==> src/hdl/ucfd_pkg.sv <==
// shared types and constants for the uart can frame deframer
// no dependencies; imported by uart_can_frame_deframer_unit
`timescale 1ns / 1ps

package ucfd_pkg;

  localparam int unsigned MAX_PAYLOAD = 8;
  localparam int unsigned PIDX_W      = $clog2(MAX_PAYLOAD);

  localparam logic [7:0] START_BYTE   = 8'h40;
  localparam logic [7:0] TRAILER_BYTE = 8'h1A;
  localparam logic [7:0] TYPE_STD     = 8'h00;
  localparam logic [7:0] TYPE_EXT     = 8'h08;

  localparam logic [2:0] ID_LEN_STD = 3'd2;
  localparam logic [2:0] ID_LEN_EXT = 3'd4;
  localparam logic [2:0] HDR_STD    = 3'd3;
  localparam logic [2:0] HDR_EXT    = 3'd5;

  localparam logic [28:0] EXT_ID_MASK = 29'h1FFF_FFFF;

  typedef enum logic [1:0] {
    ST_GOOD        = 2'd0,
    ST_BAD_TRAILER = 2'd1,
    ST_BAD_TYPE    = 2'd2,
    ST_BAD_LENGTH  = 2'd3
  } status_t;

endpackage

==> src/hdl/uart_can_frame_deframer_unit.sv <==
// uart can frame deframer: byte stream in, one decoded can frame per trailer out
// depends on ucfd_pkg (constants, status codes)
`timescale 1ns / 1ps

// Takes one received serial byte per cycle. It waits for the start byte 0x40,
// then reads the length byte L and L+1 body bytes (type, big-endian id of 2 or
// 4 bytes, payload, trailer 0x1A); at the trailer it emits one frame with a
// status (good, bad trailer, bad type, bad length). Bad frames carry zeros in
// every field but status. Each byte passes through an input register and
// combinational decode logic into the result register, so the block
// sustains one byte per clock. A finished frame waits in the result register
// while further bytes keep flowing; only the trailer byte of the next frame
// stalls, and only while the previous frame is still unread.
module uart_can_frame_deframer_unit
  import ucfd_pkg::*;
(
  input  logic         clk,
  input  logic         rst_n,
  input  logic         in_tvalid,
  output logic         in_tready,
  input  logic [7:0]   in_tdata,    // [7:0] rx_byte
  output logic         out_tvalid,
  input  logic         out_tready,
  output logic [103:0] out_tdata    // [1:0] status, [2] extended, [31:3] can_id,
                                    // [35:32] data_length, [43:36] data_0 ..
                                    // [99:92] data_7, [103:100] zero
);

  typedef enum logic [1:0] {
    PH_HUNT = 2'd0,
    PH_LEN  = 2'd1,
    PH_BODY = 2'd2
  } phase_t;

  phase_t      phase_r, phase_nxt;
  logic [7:0]  frame_length_r, frame_length_nxt;
  logic [7:0]  bytes_seen_r, bytes_seen_nxt;
  logic [7:0]  frame_type_r, frame_type_nxt;
  logic [31:0] id_r, id_nxt;
  logic [7:0]  store_r [MAX_PAYLOAD];

  logic        in_valid_r, in_valid_nxt;
  logic [7:0]  in_byte_r, in_byte_nxt;

  logic        out_valid_r, out_valid_nxt;
  status_t     out_status_r, out_status_nxt;
  logic        out_ext_r, out_ext_nxt;
  logic [28:0] out_id_r, out_id_nxt;
  logic [3:0]  out_dlc_r, out_dlc_nxt;
  logic [7:0]  out_data_r [MAX_PAYLOAD];
  logic [7:0]  out_data_nxt [MAX_PAYLOAD];

  logic                 store_we;
  logic [PIDX_W-1:0]    store_idx;
  logic [7:0]           b;
  logic [7:0]           idx;
  logic [7:0]           type_cur;
  logic                 ext;
  logic [2:0]           id_len;
  logic [2:0]           hdr;
  logic                 is_trailer;
  logic                 advance;
  logic [7:0]           pidx;
  logic [8:0]           dlc_wide;
  logic                 len_bad;

  always_comb begin
    b          = in_byte_r;
    idx        = bytes_seen_r;
    type_cur   = (idx == 8'd0) ? b : frame_type_r;
    ext        = (type_cur == TYPE_EXT);
    id_len     = ext ? ID_LEN_EXT : ID_LEN_STD;
    hdr        = ext ? HDR_EXT : HDR_STD;
    pidx       = idx - {5'd0, hdr};
    dlc_wide   = {1'b0, frame_length_r} - {6'd0, hdr};
    len_bad    = dlc_wide[8] || (dlc_wide[7:0] > 8'(MAX_PAYLOAD));
    is_trailer = (phase_r == PH_BODY) && (idx == frame_length_r);
    advance    = in_valid_r && (!is_trailer || !out_valid_r || out_tready);

    in_tready    = !in_valid_r || advance;
    in_valid_nxt = in_tready ? in_tvalid : in_valid_r;
    in_byte_nxt  = (in_tvalid && in_tready) ? in_tdata : in_byte_r;

    phase_nxt        = phase_r;
    frame_length_nxt = frame_length_r;
    bytes_seen_nxt   = bytes_seen_r;
    frame_type_nxt   = frame_type_r;
    id_nxt           = id_r;
    store_we         = 1'b0;
    store_idx        = pidx[PIDX_W-1:0];

    if (advance) begin
      case (phase_r)
        PH_HUNT: begin
          if (b == START_BYTE) begin
            phase_nxt = PH_LEN;
          end
        end
        PH_LEN: begin
          frame_length_nxt = b;
          bytes_seen_nxt   = 8'd0;
          frame_type_nxt   = 8'd0;
          id_nxt           = 32'd0;
          phase_nxt        = PH_BODY;
        end
        PH_BODY: begin
          frame_type_nxt = type_cur;
          if (idx >= 8'd1 && idx <= {5'd0, id_len}) begin
            id_nxt = {id_r[23:0], b};
          end else if (idx > {5'd0, id_len} && idx < frame_length_r &&
                       pidx < 8'(MAX_PAYLOAD)) begin
            store_we = 1'b1;
          end
          if (idx < frame_length_r) begin
            bytes_seen_nxt = idx + 8'd1;
          end else begin
            bytes_seen_nxt = 8'd0;
            phase_nxt      = PH_HUNT;
          end
        end
        default: begin
          phase_nxt = PH_HUNT;
        end
      endcase
    end

    out_valid_nxt  = out_valid_r && !out_tready;
    out_status_nxt = out_status_r;
    out_ext_nxt    = out_ext_r;
    out_id_nxt     = out_id_r;
    out_dlc_nxt    = out_dlc_r;
    for (int k = 0; k < MAX_PAYLOAD; k++) begin
      out_data_nxt[k] = out_data_r[k];
    end

    if (advance && is_trailer) begin
      out_valid_nxt = 1'b1;
      out_ext_nxt   = 1'b0;
      out_id_nxt    = 29'd0;
      out_dlc_nxt   = 4'd0;
      for (int k = 0; k < MAX_PAYLOAD; k++) begin
        out_data_nxt[k] = 8'd0;
      end
      if (b != TRAILER_BYTE) begin
        out_status_nxt = ST_BAD_TRAILER;
      end else if (type_cur != TYPE_STD && type_cur != TYPE_EXT) begin
        out_status_nxt = ST_BAD_TYPE;
      end else if (len_bad) begin
        out_status_nxt = ST_BAD_LENGTH;
      end else begin
        out_status_nxt = ST_GOOD;
        out_ext_nxt    = ext;
        out_id_nxt     = ext ? (id_r[28:0] & EXT_ID_MASK) : {13'd0, id_r[15:0]};
        out_dlc_nxt    = dlc_wide[3:0];
        for (int k = 0; k < MAX_PAYLOAD; k++) begin
          if (4'(k) < dlc_wide[3:0]) begin
            out_data_nxt[k] = store_r[k];
          end
        end
      end
    end
  end

  always_ff @(posedge clk) begin
    if (!rst_n) begin
      phase_r        <= PH_HUNT;
      frame_length_r <= 8'd0;
      bytes_seen_r   <= 8'd0;
      frame_type_r   <= 8'd0;
      id_r           <= 32'd0;
      in_valid_r     <= 1'b0;
      out_valid_r    <= 1'b0;
    end else begin
      phase_r        <= phase_nxt;
      frame_length_r <= frame_length_nxt;
      bytes_seen_r   <= bytes_seen_nxt;
      frame_type_r   <= frame_type_nxt;
      id_r           <= id_nxt;
      in_valid_r     <= in_valid_nxt;
      out_valid_r    <= out_valid_nxt;
    end
    in_byte_r    <= in_byte_nxt;
    out_status_r <= out_status_nxt;
    out_ext_r    <= out_ext_nxt;
    out_id_r     <= out_id_nxt;
    out_dlc_r    <= out_dlc_nxt;
    for (int k = 0; k < MAX_PAYLOAD; k++) begin
      out_data_r[k] <= out_data_nxt[k];
    end
    if (store_we) begin
      store_r[store_idx] <= b;
    end
  end

  assign out_tvalid = out_valid_r;
  assign out_tdata  = {4'd0,
                       out_data_r[7], out_data_r[6], out_data_r[5], out_data_r[4],
                       out_data_r[3], out_data_r[2], out_data_r[1], out_data_r[0],
                       out_dlc_r, out_id_r, out_ext_r, out_status_r};

  // frame end always returns to hunting
  a_trailer_to_hunt: assert property (@(posedge clk) disable iff (!rst_n)
    (advance && is_trailer) |=> (phase_r == PH_HUNT && out_valid_r))
    else $error("trailer did not close the frame");

  // body counter never passes the trailer position
  a_count_bound: assert property (@(posedge clk) disable iff (!rst_n)
    (phase_r == PH_BODY) |-> (bytes_seen_r <= frame_length_r))
    else $error("body byte count beyond frame length");

  // good frames stay within payload limit
  a_good_dlc: assert property (@(posedge clk) disable iff (!rst_n)
    (out_valid_r && out_status_r == ST_GOOD) |-> (out_dlc_r <= 4'(MAX_PAYLOAD)))
    else $error("good frame with oversize payload");

  // bad frames carry only a status
  a_bad_zero: assert property (@(posedge clk) disable iff (!rst_n)
    (out_valid_r && out_status_r != ST_GOOD) |->
      (out_tdata[103:2] == 102'd0))
    else $error("bad frame carries nonzero fields");

  // a held result never blocks non-trailer bytes
  a_no_false_stall: assert property (@(posedge clk) disable iff (!rst_n)
    (in_valid_r && !is_trailer) |-> in_tready)
    else $error("input stalled on a byte that gives no result");

endmodule
==> config.mk <==
export PLATFORM = sky130hd
export DESIGN_NAME = uart_can_frame_deframer_unit
export DESIGN_NICKNAME = d
export VERILOG_FILES = /design/src/hdl/ucfd_pkg.sv /design/src/hdl/uart_can_frame_deframer_unit.sv
export SDC_FILE = /design/constraint.sdc
export NUM_CORES = 1
export LEC_CHECK = 0
export BUFFER_PORTS_ARGS = -buffer_cell sky130_fd_sc_hd__buf_2
export CORE_ASPECT_RATIO = 1.5
export CORE_MARGIN = 10
export CORE_UTILIZATION = 55
export CTS_CLUSTER_DIAMETER = 200
export CTS_CLUSTER_SIZE = 14
export DETAILED_ROUTE_END_ITERATION = 10
export GPL_TIMING_DRIVEN = 0
export PLACE_DENSITY = 0.86
export SYNTH_ARGS = -nofsm -noshare
export SYNTH_HDL_FRONTEND = slang
export SYNTH_SLANG_ARGS = --single-unit
==> constraint.sdc <==
create_clock -name clk -period 8.2 [get_ports clk]
set_clock_uncertainty 0.2 [all_clocks]
set_input_delay 1.64 -clock clk [delete_from_list [all_inputs] [get_ports clk]]
set_output_delay 1.64 -clock clk [all_outputs]
set_load 0.02 [all_outputs]
==> qor.yml <==
sta:
  setup_viol: 0
  rsz0062_at_grt: "false"
  setup_tns_ns: 0
  min_period_ns: 5.31
  worst_slew_pin_slew_ns: 1.18
  layout_setup_ws_ns: 2.89
  fin_crit_sh: 0.648
  slew_violations: 0
  slew_headroom: 0.212
  hold_viol: 0
  fmax_mhz: 188
clocking:
  cts_buffers: 20
  cts_setup_buffers: 0
  hold_buffers: 0
  cts.htree.levels: 1
  cts_root_buf: "clkbuf_16"
  cts.reportedPaths.clkPinSlew_ns: 0.06
  worstSkewPairLatency_ns: 0.49
  cts_tree: "built"
  clk_path_buf_depth: 3
  cts-resized-gates: 0
  clkSinkCount: 229
yosys:
  yosys_warnings: 0
  synth_top_cell_by_area: "edfxtp_1"
  ys_seq_area_frac: 0.688
  synthTopCellsByCount: "172 x edfxtp_1, 82 x and3_1, 57 x dfxtp_1, 55 x nand2_1, 40 x a21oi_1"
  synthFlopType: "edfxtp_1"
  ys_types: 60
  synth_edf_count: 172
  syn_area_per_cell_um2: 13.3
  ys_ff_latch: 229
  async_flop_share: 0
  synthCells: 689
  synth_top_area_share: 0.563
  synthTopCellsByArea: "edfxtp_1 56%, dfxtp_1 12%, and3_1 5.6%, ha_1 3.4%, nand2_1 2.3%"
  synth_most_common_cell: "edfxtp_1"
  synthesis.area_um2: 9170
finish:
  drive_gt1_frac: 0.214
  nets: 870
  multi_input_area_um2: 2670
  n_fill_cell: 1124
  final_area_um2: 10700
  diodes: 0
  area_growth_pct: 16.6
  seq_area_um2: 6310
route:
  wl_um: 21300
  dr.pass1.iters: 6
  drt-vias-per-instance: 5.94
  vias: 6231
  route.detailed.drc: 0
  wire_per_inst_um: 20.3
  detail-route-antenna-nets: 0
  drt-initial-drc-count: 779
critical_path:
  path_cells: "or4_1 -> nor4_1 -> mux2i_1 -> or2_2 -> ha_1 -> a211oi_2 -> a21oi_1 -> or4b_4 -> a2111oi_4 -> clkbuf_1 -> and3_1"
  crit_end: "out_id_r[6]$_SDFFCE_PP0P_"
  end_kind: "flop"
  regToRegSetupSlack_ns: 2.89
  cp_slowest_stage_delay_ns: 0.68
  reg2reg_from: "b[7]$_DFFE_PP_"
  crit_fanout: 12
  reg2regPathDepth: 11
  crit_slowest_cell: "or4_1"
  crit_start: "b[7]$_DFFE_PP_"
  worst-setup-path-type: "flop to flop"
  required_ns: 8.36
  timing.rr.end: "out_id_r[6]$_SDFFCE_PP0P_"
  crit_arrival_ns: 5.47
  worst_setup_path_start_kind: "flop"
min_path:
  hold_start: "id_r[23]$_SDFFE_PN0P_"
  hold_path_class: "flop to flop"
power:
  vdd_drop_max_v: 0.000132
  p_per_area_nw_per_um2: 200
  power.total_w: 0.00214
  leakage_nw: 3.68
run:
  maxCapViolations: 0
global_route:
  grt_max_degree: 37
  grt_first_pass_wirelength_um: 33100
  grt_pass1_vias: 6091
  overflow: 0
  antenna_found_initial: 0
  grt.total_usage: 0.182
die:
  start_util: 0.564
  fp.dieH_um: 178
  boundaryPins: 118
  core-area_um2: 16300
  die_area_um2: 22300
  die_x_um: 125
  rows: 57
place:
  pre_cts_ws_ns: 2.96
  globalplace.congestion: 0.886
  placed_area_um2: 10100
  portBuffers: 113
  hpwl_um: 14900
status:
  outcome: "completed"
-- registers in the layout (all words and copies together) (netlist names), 2 cells and up --
| register | flops |
|---|---|
| frame_length_r | 8 |
| phase_r | 2 |
| out_status_r | 2 |
| b | 8 |
| out_data_r | 64 |
| frame_type_r | 8 |
| bytes_seen_r | 8 |
| out_dlc_r | 4 |
| id_r | 29 |
| store_r | 64 |
| out_id_r | 29 |
-- cell type report --
| cell class | count | share of cell area |
|---|---|---|
| Timing Repair Buffer | 117 | 0.0578 |
| Buffer | 38 | 0.0172 |
| Clock inverter | 1 | 0.00105 |
| Sequential cell | 229 | 0.590 |
| Inverter | 20 | 0.00702 |
| Tap cell | 206 | 0.0241 |
| Clock buffer | 33 | 0.0534 |
| Multi-Input combinational cell | 405 | 0.250 |
-- kinds of logic after synthesis --
logic type | Yosys count | share of synthesized area
other | 1 | 0.000409
adder cells (fa/ha/maj) | 27 | 0.0385
AND/OR/NAND/NOR | 243 | 0.149
buffers and inverters | 58 | 0.0282
AO/OA/AOI/OAI | 114 | 0.0779
XOR/XNOR | 4 | 0.00382
flip-flops | 229 | 0.688
multiplexers | 13 | 0.0143
-- cell usage in the layout, fill, tap and decap left out, types with 2 or more instances in the layout --
master       n
clkbuf_16   21
nor2b_1      4
nor2_1      24
nor3_1       7
and4_2       8
and2_1       5
xor2_1       2
o211ai_1     2
a21o_1       4
buf_12       2
o22ai_1      4
inv_1       19
buf_2      114
a32oi_1      2
buf_4        6
ha_1        25
nor4_2       7
xnor2_1      2
and3_1      82
edfxtp_1   172
clkbuf_1    41
and3_2       6
fa_1         2
a22oi_1      7
nand3_1     10
nand4_1     12
conb_1       4
buf_6        3
mux2i_1     12
o31ai_1      3
a31oi_1      7
or4_1        3
nor4_1       3
dfxtp_1     57
nand2b_1     4
a211oi_1     2
nand2_1     55
or2_2        4
o21ai_0     30
a21oi_1     40
-- report_power, final --
part           leakage (nW)  internal (W)  switching, W
sequential             1.80       0.00124     0.0000180
combinational          1.60    0.00000581     0.0000140
clock                 0.279      0.000476      0.000385
total                  3.68       0.00172      0.000417
-- metrics by stage --
stage,std cells,hold WS [ns],util
global route,1049,0.292,0.657
detailed placement,1015,0.261,0.620
finish,1049,0.268,0.657
global placement,1011,0.250,0.615
floorplan,692,0.241,-
CTS,1049,0.270,0.656
-- worst min-delay path by stage --
stage / to / slack (ns) / cells past startpoint
after detailed placement: id_r[28]$_SDFFE_PN0P_ / 0.26 / 2
after global placement: id_r[26]$_SDFFE_PN0P_ / 0.25 / 2
after global routing: id_r[10]$_SDFFE_PN0P_ / 0.29 / 2
after CTS: id_r[23]$_SDFFE_PN0P_ / 0.27 / 2
after floorplan: id_r[10]$_SDFFE_PN0P_ / 0.24 / 2
final: id_r[23]$_SDFFE_PN0P_ / 0.27 / 2
-- layer usage --
layer | track usage | share of wire
met5 | 0 | 0
met4 | 0.0924 | 0.047
met3 | 0.0330 | 0.077
met2 | 0.332 | 0.53
met1 | 0.198 | 0.35
-- worst max-delay path, delay by kind of cell (launching register included) --
kind | cells | cell delay, ns
simple gates | 5 | 2.07
compound gates | 3 | 1.11
flops | 1 | 0.67
buf+inv | 1 | 0.48
fa+ha+maj | 1 | 0.40
mux | 1 | 0.22
(Power assumes the default switching activity.)
